File: src/rtl/urb_pkg.sv
// ----------------------------------------------------------------------------
// urb_pkg
// Shared widths, codes and types of the UART ring buffer with flow control.
// ----------------------------------------------------------------------------
package urb_pkg;

	localparam int CAP_W      = 10;
	localparam int DATA_W     = 8;
	localparam int CNT_W      = 32;
	localparam int OP_W       = 3;
	localparam int MODE_W     = 2;
	localparam int APB_DATA_W = 32;
	localparam int PADDR_W    = 4;

	localparam int STORE_DEPTH_DEF = 1024;
	localparam int QUEUE_DEPTH     = 2;

	// base plus position stays below this span
	localparam int SUM_SPAN = 1 << (CAP_W + 1);

	localparam logic [DATA_W-1:0] XON_CODE  = 8'd17;
	localparam logic [DATA_W-1:0] XOFF_CODE = 8'd19;

	localparam logic [OP_W-1:0] OP_RX      = 3'd0;
	localparam logic [OP_W-1:0] OP_RX_PERR = 3'd1;
	localparam logic [OP_W-1:0] OP_HOST_WR = 3'd2;
	localparam logic [OP_W-1:0] OP_HOST_RD = 3'd3;
	localparam logic [OP_W-1:0] OP_TX_FREE = 3'd4;
	localparam logic [OP_W-1:0] OP_TICK    = 3'd5;

	localparam logic [MODE_W-1:0] FLOW_SW = 2'd1;
	localparam logic [MODE_W-1:0] FLOW_HW = 2'd2;

	localparam logic [1:0] REG_FLOW_MODE = 2'd0;
	localparam logic [1:0] REG_RX_CAP    = 2'd1;
	localparam logic [1:0] REG_TX_CAP    = 2'd2;
	localparam logic [1:0] REG_RX_LIMIT  = 2'd3;

	localparam logic [MODE_W-1:0] RST_FLOW_MODE = 2'd0;
	localparam logic [CAP_W-1:0]  RST_RX_CAP    = 10'd512;
	localparam logic [CAP_W-1:0]  RST_TX_CAP    = 10'd512;
	localparam logic [CAP_W-1:0]  RST_RX_LIMIT  = 10'd32;

	typedef enum logic [2:0] {
		CMD_NOP,
		CMD_RX_STORE,
		CMD_XON,
		CMD_XOFF,
		CMD_HOST_WR,
		CMD_HOST_RD,
		CMD_TX_POP,
		CMD_TICK
	} cmd_kind_t;

	typedef struct packed {
		cmd_kind_t         kind;
		logic              parity;
		logic [DATA_W-1:0] data;
	} cmd_t;

	typedef struct packed {
		logic [MODE_W-1:0] flow_mode;
		logic [CAP_W-1:0]  rx_capacity;
		logic [CAP_W-1:0]  tx_capacity;
		logic [CAP_W-1:0]  rx_free_limit;
	} cfg_t;

	typedef enum logic {
		BK_IDLE,
		BK_FINISH
	} back_state_t;

endpackage

File: src/rtl/urb_regs.sv
// ----------------------------------------------------------------------------
// urb_regs
// APB configuration registers: flow mode, ring capacities, throttle limit.
// ----------------------------------------------------------------------------
module urb_regs (
	input  logic                              clk,
	input  logic                              arst_n,
	input  logic                              psel,
	input  logic                              penable,
	input  logic                              pwrite,
	input  logic [urb_pkg::PADDR_W-1:0]       paddr,
	input  logic [urb_pkg::APB_DATA_W-1:0]    pwdata,
	output logic [urb_pkg::APB_DATA_W-1:0]    prdata,
	output logic                              pready,
	output urb_pkg::cfg_t                     cfg,
	output logic                              rings_clear
);

	urb_pkg::cfg_t cfg_q;
	logic          wr_en;
	logic [1:0]    reg_idx;

	assign pready  = 1'b1;
	assign wr_en   = psel && penable && pwrite;
	assign reg_idx = paddr[urb_pkg::PADDR_W-1:2];
	assign cfg     = cfg_q;

	// a capacity change empties both rings
	assign rings_clear = wr_en &&
		(reg_idx == urb_pkg::REG_RX_CAP || reg_idx == urb_pkg::REG_TX_CAP);

	always_ff @(posedge clk or negedge arst_n) begin
		if (!arst_n) begin
			cfg_q.flow_mode     <= urb_pkg::RST_FLOW_MODE;
			cfg_q.rx_capacity   <= urb_pkg::RST_RX_CAP;
			cfg_q.tx_capacity   <= urb_pkg::RST_TX_CAP;
			cfg_q.rx_free_limit <= urb_pkg::RST_RX_LIMIT;
		end else if (wr_en) begin
			unique case (reg_idx)
				urb_pkg::REG_FLOW_MODE: cfg_q.flow_mode     <= pwdata[urb_pkg::MODE_W-1:0];
				urb_pkg::REG_RX_CAP:    cfg_q.rx_capacity   <= pwdata[urb_pkg::CAP_W-1:0];
				urb_pkg::REG_TX_CAP:    cfg_q.tx_capacity   <= pwdata[urb_pkg::CAP_W-1:0];
				urb_pkg::REG_RX_LIMIT:  cfg_q.rx_free_limit <= pwdata[urb_pkg::CAP_W-1:0];
			endcase
		end
	end

	always_comb begin
		unique case (reg_idx)
			urb_pkg::REG_FLOW_MODE: prdata = urb_pkg::APB_DATA_W'(cfg_q.flow_mode);
			urb_pkg::REG_RX_CAP:    prdata = urb_pkg::APB_DATA_W'(cfg_q.rx_capacity);
			urb_pkg::REG_TX_CAP:    prdata = urb_pkg::APB_DATA_W'(cfg_q.tx_capacity);
			urb_pkg::REG_RX_LIMIT:  prdata = urb_pkg::APB_DATA_W'(cfg_q.rx_free_limit);
		endcase
	end

endmodule

File: config.mk
export PLATFORM = sky130hd
export DESIGN_NAME = urb_regs
export DESIGN_NICKNAME = d
export VERILOG_FILES = /design/src/rtl/urb_pkg.sv /design/src/rtl/urb_regs.sv
export SDC_FILE = /design/constraint.sdc
export NUM_CORES = 1
export LEC_CHECK = 0
export BUFFER_PORTS_ARGS = -buffer_cell sky130_fd_sc_hd__buf_2
export CORE_MARGIN = 4
export CORE_UTILIZATION = 30
export DETAILED_ROUTE_END_ITERATION = 8
export GPL_ROUTABILITY_DRIVEN = 0
export PLACE_DENSITY_LB_ADDON = 0.2
export SYNTH_ARGS = -nofsm -noshare
export SYNTH_HDL_FRONTEND = slang
export SYNTH_SLANG_ARGS = --single-unit
File: constraint.sdc
create_clock -name clk -period 3.4 [get_ports clk]
set_input_delay 0.68 -clock clk [delete_from_list [all_inputs] [get_ports clk]]
set_output_delay 0.68 -clock clk [all_outputs]
set_load 0.01 [all_outputs]
==> impl_metrics.env <==
export IMPL_numCtsBuffers=5
export IMPL_num_io_pins=107
export IMPL_reg2reg_slack_ns=2.61
export IMPL_fmax_ghz=0.387
export IMPL_num_rows=26
export IMPL_drt_first_pass_iters=4
export IMPL_worstPathMaxFanout=11
export IMPL_port_buffers=59
export IMPL_ys_flop_type="dfrtp_1"
export IMPL_grt_setup_unrepaired="no"
export IMPL_worstSkewPairLatency_ns=0.27
export IMPL_grt_pass1_vias=1264
export IMPL_max_cap_violations=0
export IMPL_dr_total_vias=1213
export IMPL_start_util=0.316
export IMPL_fin_crit_sh=0.760
export IMPL_synth_common_cells="mux2_2 (32), dfrtp_1 (29), buf_4 (23)"
export IMPL_synthDistinctLibCells=15
export IMPL_synth_edf_count=0
export IMPL_syn_area_mm2=0.00164
export IMPL_avgRoutedWirePerCell_um=16.7
export IMPL_ys_top_cells_by_area="dfrtp_1 (44%), mux2_2 (22%), buf_4 (11%), a222oi_1 (6.1%), dfstp_2 (4.8%)"
export IMPL_final_max_slew_viol_count=0
export IMPL_finalWirelength_mm=4.30
export IMPL_crit_type="primary input to output pin"
export IMPL_drtIter0Drc=77
export IMPL_drc=0
export IMPL_ir_drop_mv=0.290
export IMPL_crit_path_cell_trace="buf_2, inv_1, ha_1, a222oi_1, mux2i_1, buf_2"
export IMPL_timing_setup_tns_ns=0
export IMPL_yosys_warnings=0
export IMPL_crit_top_cell="buf_2"
export IMPL_start_kind="primary input"
export IMPL_yosysSeqAreaShare=0.490
export IMPL_layout_nets=233
export IMPL_yosysMostFrequentCell="mux2_2"
export IMPL_grt_pass1_wl_mm=6.51
export IMPL_fin_ws_ns=0.817
export IMPL_grt_use_total=0.132
export IMPL_post_route_min_period_ns=2.58
export IMPL_n_antenna_cell=0
export IMPL_largest_reg_flops=32
export IMPL_p_leak_uw=0.00104
export IMPL_max_stage_delay_ns=0.38
export IMPL_tightest_slew_ns=0.712
export IMPL_p_per_area_mw_per_mm2=587
export IMPL_pre_cts_slack_ns=0.803
export IMPL_syn_inst=127
export IMPL_outcome="complete, no violations"
export IMPL_worstReg2RegStart="cfg[14]"
export IMPL_cts_tree="built"
export IMPL_worstHoldPathType="primary input to async pin"
export IMPL_ys_seq_elements=32
export IMPL_cp_data_required_time_ns=2.72
export IMPL_hold_viol=0
export IMPL_drive_gt1_frac=0.553
export IMPL_clockBufferDepth=2
export IMPL_finalSetupViolations=0
export IMPL_ctsRootBufferMaster="clkbuf_8"
export IMPL_die_width_um=82
export IMPL_synth_largest_area_cell="dfrtp_1"
export IMPL_critPathCaptureType="output pin"
export IMPL_grt_max_degree=33
export IMPL_overflow=0
export IMPL_r2r_end="cfg[14]"
export IMPL_cp_top_family="compound AO/OA/AOI/OAI gates"
export IMPL_crit_arrival_ns=1.90
export IMPL_via_per_inst=4.70
export IMPL_max_slew_margin=0.525
export IMPL_post_cts_resized=0
export IMPL_slowest_stage="a222oi_1"
export IMPL_synth_top_area_share=0.442
export IMPL_area_delta_synth_final_pct=22.1
export IMPL_htreeDepth=2
export IMPL_coreArea_mm2=0.00520
export IMPL_die_area_mm2=0.00672
export IMPL_cts_sinks=32
export IMPL_clkTransAtPathRegs_ns=0.06
export IMPL_async_flop_share=1.00
export IMPL_worstRegToRegCells=1
export IMPL_fp_dieH_um=82
export IMPL_cts_hold_buf=0
export IMPL_crit_buf_inv=3
export IMPL_synth_avg_cell_area_um2=12.9
export IMPL_cts_setup_buffers=0
export IMPL_clock_skew_ns=0
export IMPL_dp_final_hpwl_mm=3.09
export IMPL_antenna_found_initial=0
export IMPL_ant_nets=0
## through the flow
step                power, uW  hold slack, ns  instance area, um^2  cells   util
floorplan                 743           0.384                 1720    148      -
global placement          882           0.508                 1920    250  0.368
detailed placement        897           0.523                 1920    250  0.368
CTS                      1200           0.463                 2010    258  0.385
global route             1250           0.504                 2010    258  0.385
finish                   1180           0.451                 2010    258  0.385
## cell families (layout without fill, tap and decap cells)
kind of cell,count (synthesis),in the layout,share of synthesized area
mux,34,34,0.232
flops,32,32,0.490
buf+inv,31,71,0.124
simple gates,13,13,0.0510
compound gates,10,10,0.0609
fa+ha+maj,5,5,0.0381
other cells,2,23,0.00457
## layout make-up
| type | instances | area (um^2) |
|---|---|---|
| fillers | 514 | 3200 |
| flip-flops and latches | 32 | 805 |
| multi-input cells | 85 | 713 |
| repair buffers | 59 | 295 |
| clock buffers | 8 | 90.1 |
| well taps | 70 | 87.6 |
| inverters | 4 | 15.0 |
## routing by layer
layer / vias up / global-route usage / share of wire
li1: 539 / - / -
met1: 607 / 0.148 / 0.38
met2: 65 / 0.248 / 0.52
met3: 2 / 0.0340 / 0.092
met4: 0 / 0.0282 / 0.0040
met5: - / 0 / 0
## worst max path at each step
stage / start / endpoint / slack, ns / depth (start not counted)
finish: paddr[3] / prdata[1] / 0.82 / 6
global route: paddr[3] / prdata[1] / 0.65 / 6
CTS: paddr[3] / prdata[0] / 0.79 / 6
detailed placement: paddr[3] / prdata[0] / 0.80 / 6
global placement: paddr[3] / prdata[0] / 0.82 / 6
floorplan: paddr[3] / prdata[0] / 1.18 / 5
## power breakdown
part           switching [uW]  internal, uW  total [uW]
Combinational             176           166         341
Clock                     128           165         293
Sequential               66.8           477         543
Total                     371           807        1180
## placed cells by master, fill, tap and decap left out, drive strengths merged
cell and n:
buf 59, ha 5, mux2 32, inv 4, a222oi 10, dfrtp 29
nand4 4, nor2 8, dfstp 3, clkbuf 8, conb 23, and4 1
mux2i 2
Power figures use the tool's default switching activity.
