--- src/rtl/urb_pkg.sv ---
// ----------------------------------------------------------------------------
// urb_pkg
// Shared widths, codes and types of the UART ring buffer with flow control.
// ----------------------------------------------------------------------------
package urb_pkg;

	localparam int CAP_W      = 10;
	localparam int DATA_W     = 8;
	localparam int CNT_W      = 32;
	localparam int OP_W       = 3;
	localparam int MODE_W     = 2;
	localparam int APB_DATA_W = 32;
	localparam int PADDR_W    = 4;

	localparam int STORE_DEPTH_DEF = 1024;
	localparam int QUEUE_DEPTH     = 2;

	// base plus position stays below this span
	localparam int SUM_SPAN = 1 << (CAP_W + 1);

	localparam logic [DATA_W-1:0] XON_CODE  = 8'd17;
	localparam logic [DATA_W-1:0] XOFF_CODE = 8'd19;

	localparam logic [OP_W-1:0] OP_RX      = 3'd0;
	localparam logic [OP_W-1:0] OP_RX_PERR = 3'd1;
	localparam logic [OP_W-1:0] OP_HOST_WR = 3'd2;
	localparam logic [OP_W-1:0] OP_HOST_RD = 3'd3;
	localparam logic [OP_W-1:0] OP_TX_FREE = 3'd4;
	localparam logic [OP_W-1:0] OP_TICK    = 3'd5;

	localparam logic [MODE_W-1:0] FLOW_SW = 2'd1;
	localparam logic [MODE_W-1:0] FLOW_HW = 2'd2;

	localparam logic [1:0] REG_FLOW_MODE = 2'd0;
	localparam logic [1:0] REG_RX_CAP    = 2'd1;
	localparam logic [1:0] REG_TX_CAP    = 2'd2;
	localparam logic [1:0] REG_RX_LIMIT  = 2'd3;

	localparam logic [MODE_W-1:0] RST_FLOW_MODE = 2'd0;
	localparam logic [CAP_W-1:0]  RST_RX_CAP    = 10'd512;
	localparam logic [CAP_W-1:0]  RST_TX_CAP    = 10'd512;
	localparam logic [CAP_W-1:0]  RST_RX_LIMIT  = 10'd32;

	typedef enum logic [2:0] {
		CMD_NOP,
		CMD_RX_STORE,
		CMD_XON,
		CMD_XOFF,
		CMD_HOST_WR,
		CMD_HOST_RD,
		CMD_TX_POP,
		CMD_TICK
	} cmd_kind_t;

	typedef struct packed {
		cmd_kind_t         kind;
		logic              parity;
		logic [DATA_W-1:0] data;
	} cmd_t;

	typedef struct packed {
		logic [MODE_W-1:0] flow_mode;
		logic [CAP_W-1:0]  rx_capacity;
		logic [CAP_W-1:0]  tx_capacity;
		logic [CAP_W-1:0]  rx_free_limit;
	} cfg_t;

	typedef enum logic {
		BK_IDLE,
		BK_FINISH
	} back_state_t;

endpackage

--- src/rtl/urb_in_if.sv ---
// ----------------------------------------------------------------------------
// urb_in_if
// Input item channel: line and host events with valid/ready handshake.
// ----------------------------------------------------------------------------
interface urb_in_if;

	logic                        valid;
	logic                        ready;
	logic [urb_pkg::OP_W-1:0]    opcode;
	logic [urb_pkg::DATA_W-1:0]  data_in;
	logic                        cts_level;

	modport source (output valid, output opcode, output data_in, output cts_level,
		input ready);
	modport sink (input valid, input opcode, input data_in, input cts_level,
		output ready);

endinterface

--- src/rtl/urb_front.sv ---
// ----------------------------------------------------------------------------
// urb_front
// Accepts input items and classifies them into commands for the back end.
// ----------------------------------------------------------------------------
module urb_front (
	urb_in_if.sink                       in_ch,
	input  logic [urb_pkg::MODE_W-1:0]   flow_mode,
	input  logic                         q_full,
	output logic                         push,
	output urb_pkg::cmd_t                cmd
);

	logic sw_mode;

	assign sw_mode     = (flow_mode == urb_pkg::FLOW_SW);
	assign in_ch.ready = !q_full;
	assign push        = in_ch.valid && !q_full;

	always_comb begin
		cmd.kind   = urb_pkg::CMD_NOP;
		cmd.parity = (in_ch.opcode == urb_pkg::OP_RX_PERR);
		cmd.data   = in_ch.data_in;
		unique case (in_ch.opcode) inside
			urb_pkg::OP_RX, urb_pkg::OP_RX_PERR: begin
				// consume flow control bytes in software mode
				if (sw_mode && in_ch.data_in == urb_pkg::XON_CODE) begin
					cmd.kind = urb_pkg::CMD_XON;
				end else if (sw_mode && in_ch.data_in == urb_pkg::XOFF_CODE) begin
					cmd.kind = urb_pkg::CMD_XOFF;
				end else begin
					cmd.kind = urb_pkg::CMD_RX_STORE;
				end
			end
			urb_pkg::OP_HOST_WR: cmd.kind = urb_pkg::CMD_HOST_WR;
			urb_pkg::OP_HOST_RD: cmd.kind = urb_pkg::CMD_HOST_RD;
			urb_pkg::OP_TX_FREE: begin
				// partner not ready: report status only
				if (flow_mode == urb_pkg::FLOW_HW && in_ch.cts_level) begin
					cmd.kind = urb_pkg::CMD_NOP;
				end else begin
					cmd.kind = urb_pkg::CMD_TX_POP;
				end
			end
			urb_pkg::OP_TICK: cmd.kind = urb_pkg::CMD_TICK;
			default: cmd.kind = urb_pkg::CMD_NOP;
		endcase
	end

endmodule

--- src/flat_wrapper.sv ---
// flat-port wrapper written by rule: the top's interface ports become plain ports
module urb_front_flat 
  (flow_mode, q_full, push, cmd, in_ch_valid, in_ch_opcode, in_ch_data_in, in_ch_cts_level, in_ch_ready);
  urb_in_if in_ch_i ();
  input  logic [urb_pkg::MODE_W-1:0] flow_mode;
  input  logic q_full;
  output logic push;
  output urb_pkg::cmd_t cmd;
  input wire logic [$bits(in_ch_i.valid)-1:0] in_ch_valid;
  input wire logic [$bits(in_ch_i.opcode)-1:0] in_ch_opcode;
  input wire logic [$bits(in_ch_i.data_in)-1:0] in_ch_data_in;
  input wire logic [$bits(in_ch_i.cts_level)-1:0] in_ch_cts_level;
  output wire logic [$bits(in_ch_i.ready)-1:0] in_ch_ready;
  assign in_ch_i.valid = in_ch_valid;
  assign in_ch_i.opcode = in_ch_opcode;
  assign in_ch_i.data_in = in_ch_data_in;
  assign in_ch_i.cts_level = in_ch_cts_level;
  assign in_ch_ready = in_ch_i.ready;
  urb_front u_core (.in_ch(in_ch_i), .flow_mode(flow_mode), .q_full(q_full), .push(push), .cmd(cmd));
endmodule
--- config.mk ---
export PLATFORM = sky130hd
export DESIGN_NAME = urb_front_flat
export DESIGN_NICKNAME = d
export VERILOG_FILES = /design/src/rtl/urb_pkg.sv /design/src/rtl/urb_in_if.sv /design/src/rtl/urb_front.sv /design/src/flat_wrapper.sv
export SDC_FILE = /design/constraint.sdc
export NUM_CORES = 1
export LEC_CHECK = 0
export ABC_AREA = 1
export ABC_CLOCK_PERIOD_IN_PS = 800
export BUFFER_PORTS_ARGS = -buffer_cell sky130_fd_sc_hd__buf_4
export CAP_MARGIN = 15
export CORE_AREA = 5 5 42 44
export DETAILED_ROUTE_END_ITERATION = 10
export DIE_AREA = 0 0 47 49
export PLACE_DENSITY = 0.59
export REMOVE_ABC_BUFFERS = 1
export SLEW_MARGIN = 25
export SYNTH_ARGS = -nofsm -noshare
export SYNTH_HDL_FRONTEND = slang
export SYNTH_SLANG_ARGS = --single-unit
--- constraint.sdc ---
create_clock -name vclk -period 0.8
set_clock_uncertainty 0.05 [all_clocks]
set_input_delay 0.16 -clock vclk [all_inputs]
set_output_delay 0.16 -clock vclk [all_outputs]
set_load 0.005 [all_outputs]
==> run summary <==
================================================================================
Outcome                                                             finished, violations left
Violated checks                                                     setup timing
Area of the mapped netlist                                            203.9 um^2
Pin count of the biggest net entering global routing                           6
Crit start category                                                 primary input
Worst path arrival time                                                  0.76 ns
Chip height                                                                49 um
PwrDens                                                             485.4 mW/mm^2
Number of antenna cells inserted                                               0
Drt first pass iters                                                           4
Antenna violation net count after detailed routing                             0
Total setup violations reported at the end of the flow                         4
Die W                                                                      47 um
Total number of vias                                                         321
Proportion of synthesized chip area in sequential cells                        0
Global route overflow                                                          0
Rel. slew slack                                                           0.9144
RSZ-0062 raised after global routing                                         yes
Period utilization                                                         1.216
Sequential standard cell area                                             0 um^2
Average wire per standard cell                                          9.207 um
Gp weighted congestion                                                    0.6248
Maxcap violations                                                              0
IO Port Bufs                                                                  30
Initial core utilization                                                  0.1455
Crit Path Category                                                  primary input to output pin
Final hold viol count                                                          0
Max-slew violation count                                                       0
Post-CTS setup repair buffer count                                             0
Via count of the first global-routing pass                                   277
DP Wirelength                                                           624.3 um
Number of nets at the end of the flow                                         84
Worst slew pin tran                                                    0.1280 ns
# rows                                                                        14
Post-detailed-route DRC marker count                                           0
Final Worst Setup Slack                                               -0.1729 ns
Finished Cell Area                                                    467.9 um^2
Required time of the critical path                                       0.59 ns
Clock buffer count                                                             0
IR Drop Worst-Case VDD                                                 0.1143 mV
Syn. warnings                                                                  0
Distinct cell type count of the synthesized netlist                           10
Share of post-route cells with drive strength above 1                     0.7424
Cell leakage power                                                  0.0002698 uW
Iter 0 DRT Violations                                                          3
Hold slack                                                             0.4354 ns
Average footprint of a synthesized cell                               4.743 um^2
Global-route wire length before repair                                   1035 um
Setup Total Neg Slack                                                 -0.3688 ns
FMAX                                                                    1028 MHz
Core Box Area                                                       0.001401 mm^2
Relative area change from synthesis to final layout                       129.4%
Synth Instances                                                               43
Post-cts hold buffer count                                                     0
Total routed wirelength                                                   755 um
Count of sequential standard cells                                             0
Global routing usage summed across all routing layers                    0.05404
Full die area                                                       0.002303 mm^2
Number of top-level design ports                                              30
Average vias per placed instance                                           3.915
Post-place instance area                                              396.6 um^2
Minimum clock period                                                   0.9729 ns
Worst Path Max Fanout                                                          2
Class of the tightest hold or removal check                         primary input to output pin
Number of antenna violations at the first check in global routing              0
Element type at the critical path end                                 output pin
================================================================================
==> layout by cell type (no fill, tap or decap), drive strengths merged <==
cell / n
buf: 31
inv: 13
nand3: 1
nor2: 8
nor3: 1
nand2: 8
o21ai: 2
nand4: 2
==> layout make-up <==
cell class	count	area (um^2)
Fill cell	166	933.4
Inverter	13	51.30
Multi-Input combinational cell	22	126.4
Tap cell	16	20.02
Timing Repair Buffer	31	270.3
==> routing by layer <==
metal	GRT usage	part of all wire
met5	0	0
met2	0.1176	0.62
met3	0	0.11
met4	0	0
met1	0.05435	0.26
==> cells by family after synthesis <==
family | Yosys count | synth area share
and+or+nand+nor | 20 | 0.4172
buffers and inverters | 21 | 0.5338
AOI/OAI and AO/OA | 2 | 0.04903
==> worst max-delay path: stages <==
cell                      delay, ns
sky130_fd_sc_hd__buf_6         0.09
sky130_fd_sc_hd__inv_2         0.04
sky130_fd_sc_hd__nand2_2       0.04
sky130_fd_sc_hd__nor2_2        0.11
sky130_fd_sc_hd__nand3_1       0.08
sky130_fd_sc_hd__nand2_1       0.07
sky130_fd_sc_hd__nand2_1       0.06
sky130_fd_sc_hd__buf_6         0.11
==> synth_stat cells <==
library cell,number,share of area
sky130_fd_sc_hd__nand2_1,8,0.15
sky130_fd_sc_hd__nand3_1,1,0.025
sky130_fd_sc_hd__nand4_1,2,0.061
sky130_fd_sc_hd__buf_4,8,0.29
sky130_fd_sc_hd__o21ai_1,1,0.025
sky130_fd_sc_hd__inv_1,13,0.24
sky130_fd_sc_hd__o21ai_0,1,0.025
sky130_fd_sc_hd__nor2_1,7,0.13
sky130_fd_sc_hd__nor3_1,1,0.025
sky130_fd_sc_hd__nor2_2,1,0.031
==> report_power, final <==
| part | switching, uW | internal [uW] |
|---|---|---|
| logic | 86.7 | 140 |
| clock network | 0 | 0 |
| registers | 0 | 0 |
| total | 86.7 | 140 |
==> stage by stage <==
step                setup WS, ns  total power, uW  instances  utilization
finish                   -0.1729            227.1         82       0.3339
global route             -0.2369            250.2         82       0.3339
CTS                      -0.1995            207.0         82       0.3063
detailed placement       -0.2214            185.5         82       0.2830
global placement         -0.2086            182.2         82       0.2830
floorplan                0.06931            42.30         35            -
==> worst paths after layout <==
check	to	depth (start not counted)	startpoint
setup / recovery	cmd[9]	8	in_ch_data_in[5]
hold / removal	cmd[2]	2	in_ch_data_in[2]
==> timing repair <==
item | CTS | global route
pin swaps | 5 | 6
gates resized for setup | 15 | 15
setup endpoints to repair | 4 | 4
endpoints found under the hold margin | 0 | 0
Note: power is estimated with default switching activity, not from simulation.
