### config.mk
export PLATFORM = sky130hd
export DESIGN_NAME = urb_queue
export DESIGN_NICKNAME = d
export VERILOG_FILES = /design/src/rtl/urb_pkg.sv /design/src/rtl/urb_queue.sv
export SDC_FILE = /design/constraint.sdc
export NUM_CORES = 1
export LEC_CHECK = 0
export ABC_CLOCK_PERIOD_IN_PS = 1700
export BUFFER_PORTS_ARGS = -buffer_cell sky130_fd_sc_hd__buf_2
export CORE_MARGIN = 8
export CORE_UTILIZATION = 49
export CTS_BUF_LIST = sky130_fd_sc_hd__clkbuf_4 sky130_fd_sc_hd__clkbuf_8 sky130_fd_sc_hd__clkbuf_16
export DETAILED_ROUTE_END_ITERATION = 10
export GPL_TIMING_DRIVEN = 0
export HOLD_SLACK_MARGIN = 0.05
export PLACE_DENSITY_LB_ADDON = 0.1
export SLEW_MARGIN = 15
export SYNTH_ARGS = -nofsm -noshare
export SYNTH_HDL_FRONTEND = slang
export SYNTH_SLANG_ARGS = --single-unit
### constraint.sdc
create_clock -name clk -period 1.7 [get_ports clk]
set_input_delay 0.51 -clock clk [delete_from_list [all_inputs] [get_ports clk]]
set_output_delay 0.51 -clock clk [all_outputs]
set_load 0.02 [all_outputs]
### src/rtl/urb_pkg.sv
// ----------------------------------------------------------------------------
// urb_pkg
// Shared widths, codes and types of the UART ring buffer with flow control.
// ----------------------------------------------------------------------------
package urb_pkg;

	localparam int CAP_W      = 10;
	localparam int DATA_W     = 8;
	localparam int CNT_W      = 32;
	localparam int OP_W       = 3;
	localparam int MODE_W     = 2;
	localparam int APB_DATA_W = 32;
	localparam int PADDR_W    = 4;

	localparam int STORE_DEPTH_DEF = 1024;
	localparam int QUEUE_DEPTH     = 2;

	// base plus position stays below this span
	localparam int SUM_SPAN = 1 << (CAP_W + 1);

	localparam logic [DATA_W-1:0] XON_CODE  = 8'd17;
	localparam logic [DATA_W-1:0] XOFF_CODE = 8'd19;

	localparam logic [OP_W-1:0] OP_RX      = 3'd0;
	localparam logic [OP_W-1:0] OP_RX_PERR = 3'd1;
	localparam logic [OP_W-1:0] OP_HOST_WR = 3'd2;
	localparam logic [OP_W-1:0] OP_HOST_RD = 3'd3;
	localparam logic [OP_W-1:0] OP_TX_FREE = 3'd4;
	localparam logic [OP_W-1:0] OP_TICK    = 3'd5;

	localparam logic [MODE_W-1:0] FLOW_SW = 2'd1;
	localparam logic [MODE_W-1:0] FLOW_HW = 2'd2;

	localparam logic [1:0] REG_FLOW_MODE = 2'd0;
	localparam logic [1:0] REG_RX_CAP    = 2'd1;
	localparam logic [1:0] REG_TX_CAP    = 2'd2;
	localparam logic [1:0] REG_RX_LIMIT  = 2'd3;

	localparam logic [MODE_W-1:0] RST_FLOW_MODE = 2'd0;
	localparam logic [CAP_W-1:0]  RST_RX_CAP    = 10'd512;
	localparam logic [CAP_W-1:0]  RST_TX_CAP    = 10'd512;
	localparam logic [CAP_W-1:0]  RST_RX_LIMIT  = 10'd32;

	typedef enum logic [2:0] {
		CMD_NOP,
		CMD_RX_STORE,
		CMD_XON,
		CMD_XOFF,
		CMD_HOST_WR,
		CMD_HOST_RD,
		CMD_TX_POP,
		CMD_TICK
	} cmd_kind_t;

	typedef struct packed {
		cmd_kind_t         kind;
		logic              parity;
		logic [DATA_W-1:0] data;
	} cmd_t;

	typedef struct packed {
		logic [MODE_W-1:0] flow_mode;
		logic [CAP_W-1:0]  rx_capacity;
		logic [CAP_W-1:0]  tx_capacity;
		logic [CAP_W-1:0]  rx_free_limit;
	} cfg_t;

	typedef enum logic {
		BK_IDLE,
		BK_FINISH
	} back_state_t;

endpackage

### src/rtl/urb_queue.sv
// ----------------------------------------------------------------------------
// urb_queue
// Short command queue between the front and back ends.
// ----------------------------------------------------------------------------
module urb_queue (
	input  logic          clk,
	input  logic          arst_n,
	input  logic          push,
	input  urb_pkg::cmd_t push_cmd,
	output logic          full,
	input  logic          pop,
	output urb_pkg::cmd_t head,
	output logic          valid
);

	localparam int PW = $clog2(urb_pkg::QUEUE_DEPTH);
	localparam int CW = $clog2(urb_pkg::QUEUE_DEPTH + 1);

	urb_pkg::cmd_t  entry_q [urb_pkg::QUEUE_DEPTH];
	logic [PW-1:0]  wr_ptr_q;
	logic [PW-1:0]  rd_ptr_q;
	logic [CW-1:0]  count_q;

	assign full  = (count_q == CW'(urb_pkg::QUEUE_DEPTH));
	assign valid = (count_q != '0);
	assign head  = entry_q[rd_ptr_q];

	always_ff @(posedge clk) begin
		if (push) begin
			entry_q[wr_ptr_q] <= push_cmd;
		end
	end

	always_ff @(posedge clk or negedge arst_n) begin
		if (!arst_n) begin
			wr_ptr_q <= '0;
			rd_ptr_q <= '0;
			count_q  <= '0;
		end else begin
			if (push) begin
				wr_ptr_q <= (wr_ptr_q == PW'(urb_pkg::QUEUE_DEPTH - 1)) ? '0 : wr_ptr_q + 1'b1;
			end
			if (pop) begin
				rd_ptr_q <= (rd_ptr_q == PW'(urb_pkg::QUEUE_DEPTH - 1)) ? '0 : rd_ptr_q + 1'b1;
			end
			if (push && !pop) begin
				count_q <= count_q + 1'b1;
			end else if (pop && !push) begin
				count_q <= count_q - 1'b1;
			end
		end
	end

endmodule

==> flow_metrics.py, run 1 <==
metrics = {
    "sta": {
        "rsz0062_at_grt": "true",
        "slew_viol_final": 0,
        "fin_crit_sh": 1.092,
        "slew_headroom": 0.5823,
        "setup_viol": 12,
        "worst_slack_ps": -157.2,
        "timing.fmax_mhz": 538.4,
        "hold_viol_final": 0,
        "finalClockSkew_ps": 9.035,
        "min_period_ps": 1857,
        "tightest_slew_ps": 623.7,
    },
    "drt": {
        "wirelength_mm": 1.738,
        "drt_iter0_markers": 18,
        "viasPerCell": 4.692,
        "firstDrtPassIters": 4,
        "avgRoutedWirePerCell_um": 14.85,
        "ant_nets": 0,
        "drc": 0,
        "vias": 549,
    },
    "global_routing": {
        "grt_max_degree": 17,
        "grt_pass1_wl_mm": 2.787,
        "grt_antenna_before_repair": 0,
        "gr-usage-all-layers": 0.08667,
        "grt_pass1_vias": 622,
        "grt_overflow": 0,
    },
    "yosys": {
        "synthCells": 53,
        "synth_largest_area_cell": "edfxtp_1",
        "ys_seq_elements": 28,
        "synth_area_um2": 1090,
        "synth_area_per_cell_um2": 20.56,
        "yosys_warnings": 0,
        "yosysTopAreaCellShare": 0.6613,
        "syn_nets": 70,
        "yosysSeqAreaShare": 0.7532,
        "synth_cell_type_count": 13,
        "ys_top_cells_by_area": "edfxtp_1 (66%), mux2_4 (12%), dfrtp_1 (9.2%)",
    },
    "cells_and_area": {
        "drive_gt1_frac": 0.5618,
        "utilization": 0.6634,
        "nNetsFinal": 107,
        "area_growth_pct": 30.77,
        "n_antenna_cell": 0,
        "finalInstanceArea_um2": 1425,
    },
    "setup_path": {
        "cp-start-kind": "flip-flop",
        "critPathArrivalTime_ps": 1350,
        "critPathCaptureType": "output port",
        "crit_type": "flip-flop to output port",
        "r2r_setup_slack_ps": 390,
        "crit_path_end": "head[8]",
        "timing.rr.end": "entry_q[0][11]$_DFFE_PP_",
        "startpoint": "rd_ptr_q$_DFFE_PN0P_",
        "required_ps": 1190,
        "cp_max_fo": 10,
        "reg2reg_depth": 1,
        "r2r_start": "wr_ptr_q$_DFFE_PN0P_",
    },
    "floorplanning": {
        "die_x_um": 63.16,
        "io_pins": 30,
        "num_rows": 17,
        "fp.coreArea_um2": 2148,
        "die_h_um": 63.16,
        "start_util": 0.5073,
        "die-area_um2": 3989,
    },
    "job": {
        "cap_viol_max_count": 0,
    },
    "clocking": {
        "cts_tree": "done",
        "path_clk_slew_ps": 140,
        "cts-root-buf": "clkbuf_4",
        "cts_num_sinks": 28,
        "clkLatencyLatePin_ps": 310,
        "cts_buffers": 3,
        "htreeDepth": 1,
        "cts_buffer_depth": 2,
    },
    "pwr": {
        "power_density_nw_per_um2": 1715,
        "power.leakage_nw": 0.5914,
        "comb_power_share": 0.423,
        "internal_power_mw": 1.715,
        "finalPower_mw": 2.444,
        "p_sw_mw": 0.7298,
        "clkPwrFrac": 0.169,
        "swShare": 0.2985,
        "power_frac_seq": 0.407,
        "vdd_drop_max_mv": 1.123,
    },
    "placement": {
        "dp_slack_ps": -227.0,
        "gp_congestion": 0.6394,
        "dpl-instance-area_um2": 1270,
        "hpwl_mm": 1.289,
        "portBuffers": 29,
    },
    "worst_hold_path": {
        "hp-class": "input port to flip-flop",
        "min_from": "pop",
    },
    "run_status": {
        "outcome": "finished, violations left",
        "violations": "negative setup slack",
    },
}
-- worst min path at each step --
stage / end / cells after the start
after global routing: entry_q[0][7]$_DFFE_PP_ / 1
after CTS: rd_ptr_q$_DFFE_PN0P_ / 2
after global placement: count_q[0]$_DFFE_PN0P_ / 1
after floorplan: count_q[0]$_DFFE_PN0P_ / 0
after detailed placement: count_q[0]$_DFFE_PN0P_ / 1
final: rd_ptr_q$_DFFE_PN0P_ / 2
-- repair_timing --
item / in CTS / in global routing
gates resized for setup: 11 / 14
setup buffers: 2 / 0
endpoints found under the hold margin: 4 / 0
hold buffers: 1 / 0
setup endpoints to repair: 13 / 26
-- registers in the layout (all words and copies together), names as in the netlist --
name      cells
rd_ptr_q      1
count_q       2
wr_ptr_q      1
entry_q      24
-- per-stage QoR --
stage          instances  setup TNS (ps)  hold WS, ps
3_5_place_dp         110           -2721        328.5
2_1_floorplan         53               0        214.4
3_3_place_gp         110           -2503        320.4
6_report             117           -1822        364.6
4_1_cts              117           -2146        357.0
5_1_grt              117           -2739        330.8
-- power groups by stage --
stage | Combinational [mW] | Clock, mW | Sequential [mW]
finish | 1.03 | 0.414 | 0.995
global route | 1.09 | 0.456 | 1.01
CTS | 0.953 | 0.427 | 0.993
detailed placement | 0.816 | 0 | 1.03
global placement | 0.807 | 0 | 1.01
floorplan | 0.602 | 0 | 1.00
-- worst max-delay path, stage by stage, from the launching register on --
cell	delay (ps)
dfrtp_1	430
buf_8	160
mux2_4	310
buf_6	130
-- kinds of logic after synthesis --
| family | synth area share |
|---|---|
| AND/OR/NAND/NOR | 0.02641 |
| XOR/XNOR | 0.04018 |
| multiplexers | 0.1550 |
| adder cells (fa/ha/maj) | 0.01148 |
| buffers and inverters | 0.01377 |
| flip-flops | 0.7532 |
-- metal layers --
metal  track usage  wire length [um]  vias up
li1              -                 -      268
met5             0                 0        -
met1       0.08495               697      263
met2        0.1524               913       18
met3       0.04240               127        0
met4       0.03419                 0        0
-- final cells by class --
type | instances | area (um2)
clock buffers | 3 | 22.52
clock inverters | 1 | 30.03
plain buffers | 1 | 15.01
flip-flops and latches | 28 | 820.8
repair buffers | 32 | 239.0
fillers | 157 | 723.2
inverters | 1 | 3.754
well taps | 28 | 35.03
multi-input cells | 23 | 259.0
-- layout by cell type (no fill, tap or decap), types with 2 or more instances in the layout --
cell type,n
clkbuf_4,3
mux2_4,9
xor2_1,4
buf_6,11
mux2_2,3
buf_4,2
buf_2,18
edfxtp_1,24
dfrtp_1,4
-- Yosys cell counts --
cell type	number
edfxtp_1	24
ha_1	1
buf_6	1
and2_1	1
xor2_1	4
xnor2_1	1
or2_2	1
nor2_1	1
inv_1	1
nor2b_1	2
mux2_4	9
dfrtp_1	4
mux2_2	3
Power figures use the tool's default switching activity.
==> inputs of run 2 (changes only) <==
--- a/config.mk
+++ b/config.mk
@@ -14,6 +14,7 @@
 export GPL_TIMING_DRIVEN = 0
 export HOLD_SLACK_MARGIN = 0.05
 export PLACE_DENSITY_LB_ADDON = 0.1
+export SKIP_CTS_REPAIR_TIMING = 1
 export SLEW_MARGIN = 15
 export SYNTH_ARGS = -nofsm -noshare
 export SYNTH_HDL_FRONTEND = slang
==> run 2 against run 1 <==
Against the previous run: the flow still finishes with violations (negative setup slack); via count increased by 0.55%; cell area decreased by 0.35%; sequential share of layout area increased by 0.20 points; clock power about the same; total power decreased by 0.58%; cell count increased by 0.85%; clock-buffer cell count unchanged; sequential cell count unchanged; clock skew about the same; critical path type unchanged; critical endpoint is now head[2]; highest routed layer unchanged.
==> flow_metrics.py, run 2 (synthesis gave the netlist of run 1 again) <==
metrics = {
    "run_status": {
        "outcome": "finished, violations left",
        "violations": "negative setup slack",
    },
    "clocking": {
        "cts_buffer_depth": 2,
        "cts-root-buf": "clkbuf_4",
        "htreeDepth": 1,
        "cts_buffers": 3,
        "cts_num_sinks": 28,
        "path_clk_slew_ps": 140,
        "cts_tree": "done",
        "clkLatencyLatePin_ps": 310,
    },
    "cells_and_area": {
        "seq_area_um2": 820.8,
        "nNetsFinal": 108,
        "area_growth_pct": 30.31,
        "mostFrequentLayoutCells": "edfxtp_1 (24), buf_2 (20), mux2_4 (9), buf_6 (9)",
        "largest-register": "entry_q",
        "largest_registers": "entry_q (24), count_q (2)",
        "fill_cells": 156,
        "multi_input_area_um2": 259.0,
        "largest_reg_flops": 24,
        "final_common_cell": "edfxtp_1",
        "n_antenna_cell": 0,
        "drive_gt1_frac": 0.5667,
    },
    "drt": {
        "ant_nets": 0,
        "viasPerCell": 4.678,
        "vias": 552,
        "avgRoutedWirePerCell_um": 14.81,
        "wirelength_mm": 1.747,
        "firstDrtPassIters": 4,
        "drt_iter0_markers": 18,
        "drc": 0,
    },
    "placement": {
        "hpwl_mm": 1.289,
        "portBuffers": 29,
        "gp_congestion": 0.6394,
    },
    "sta": {
        "hold_viol_final": 0,
        "min_period_ps": 1869,
        "finalClockSkew_ps": 8.686,
        "rsz0062_at_grt": "true",
        "slew_headroom": 0.5826,
        "tightest_slew_ps": 623.3,
        "fin_crit_sh": 1.099,
        "hold-worst-slack_ps": 364.1,
        "setup_viol": 12,
        "timing.fmax_mhz": 535.0,
        "tns_ps": -1895,
        "worst_slack_ps": -169.1,
        "slew_viol_final": 0,
    },
    "pwr": {
        "internal_power_mw": 1.702,
        "comb_power_share": 0.418,
        "swShare": 0.2996,
        "power_density_nw_per_um2": 1711,
        "power_frac_seq": 0.412,
        "power.leakage_nw": 0.5925,
        "vdd_drop_max_mv": 1.128,
        "clkPwrFrac": 0.170,
        "finalPower_mw": 2.430,
        "p_sw_mw": 0.7281,
    },
    "global_routing": {
        "grt_pass1_wl_mm": 2.711,
        "grt_max_degree": 17,
        "grt_antenna_before_repair": 0,
        "gr-usage-all-layers": 0.08444,
        "grt_pass1_vias": 607,
        "grt_overflow": 0,
    },
    "floorplanning": {
        "start_util": 0.5073,
        "die_x_um": 63.16,
        "fp.coreArea_um2": 2148,
        "num_rows": 17,
        "die_h_um": 63.16,
        "io_pins": 30,
        "die-area_um2": 3989,
    },
    "setup_path": {
        "critPathCaptureType": "output port",
        "required_ps": 1190,
        "critPathArrivalTime_ps": 1360,
        "cp_max_fo": 10,
        "cp-start-kind": "flip-flop",
        "crit_type": "flip-flop to output port",
    },
    "job": {
        "cap_viol_max_count": 0,
    },
    "worst_hold_path": {
        "hp-class": "input port to flip-flop",
    },
}
run 2: cell count changes in the layout (fill, tap and decap cells not counted), sizes merged:
cell / before / now
buf: 32 / 33
run 2: path summary, 6_finish.rpt:
kind,from,endpoint,slack [ps],cells after the start
worst min register to register,count_q[1]$_DFFE_PN0P_,count_q[1]$_DFFE_PN0P_,510,1
worst min-delay path,pop,rd_ptr_q$_DFFE_PN0P_,360,2
worst max register to register,wr_ptr_q$_DFFE_PN0P_,entry_q[0][11]$_DFFE_PP_,390,1
worst max-delay path,rd_ptr_q$_DFFE_PN0P_,head[2],-170,3
min in group asynchronous,arst_n,count_q[0]$_DFFE_PN0P_,510,2
max in group asynchronous,arst_n,wr_ptr_q$_DFFE_PN0P_,1050,2
run 2: worst max-delay path, stage by stage, from the launching register on:
cell and delay (ps):
dfrtp_1 410, buf_8 170, mux2_4 300, buf_2 160
run 2: power groups by stage:
stage,sequential [mW],combinational [mW],clock [mW]
final,1.00,1.01,0.414
after global routing,1.01,1.07,0.456
after CTS,1.01,0.815,0.427
after detailed placement,1.03,0.816,0
after global placement,1.01,0.807,0
after floorplan,1.00,0.602,0
run 2: final cells by class:
type,count,share of cell area
plain buffers,1,0.01057
clock buffers,3,0.01586
clock inverters,1,0.02115
inverters,1,0.002643
multi-input cells,23,0.1824
flip-flops and latches,28,0.5780
well taps,28,0.02467
repair buffers,33,0.1648
run 2: through the flow:
step,setup WS [ps],util,std cells,instance area (um2)
global route,-235.5,0.6610,118,1420
global placement,-208.9,0.5911,110,1270
CTS,-278.4,0.6156,114,1323
floorplan,214.9,-,53,1090
finish,-169.1,0.6610,118,1420
detailed placement,-227.0,0.5911,110,1270
run 2: routing by layer:
metal	share of wire	GRT usage	routed length (um)
met1	0.40	0.08172	700
met2	0.53	0.1485	919
met3	0.073	0.04240	128
met4	0	0.03419	0
met5	0	0	0
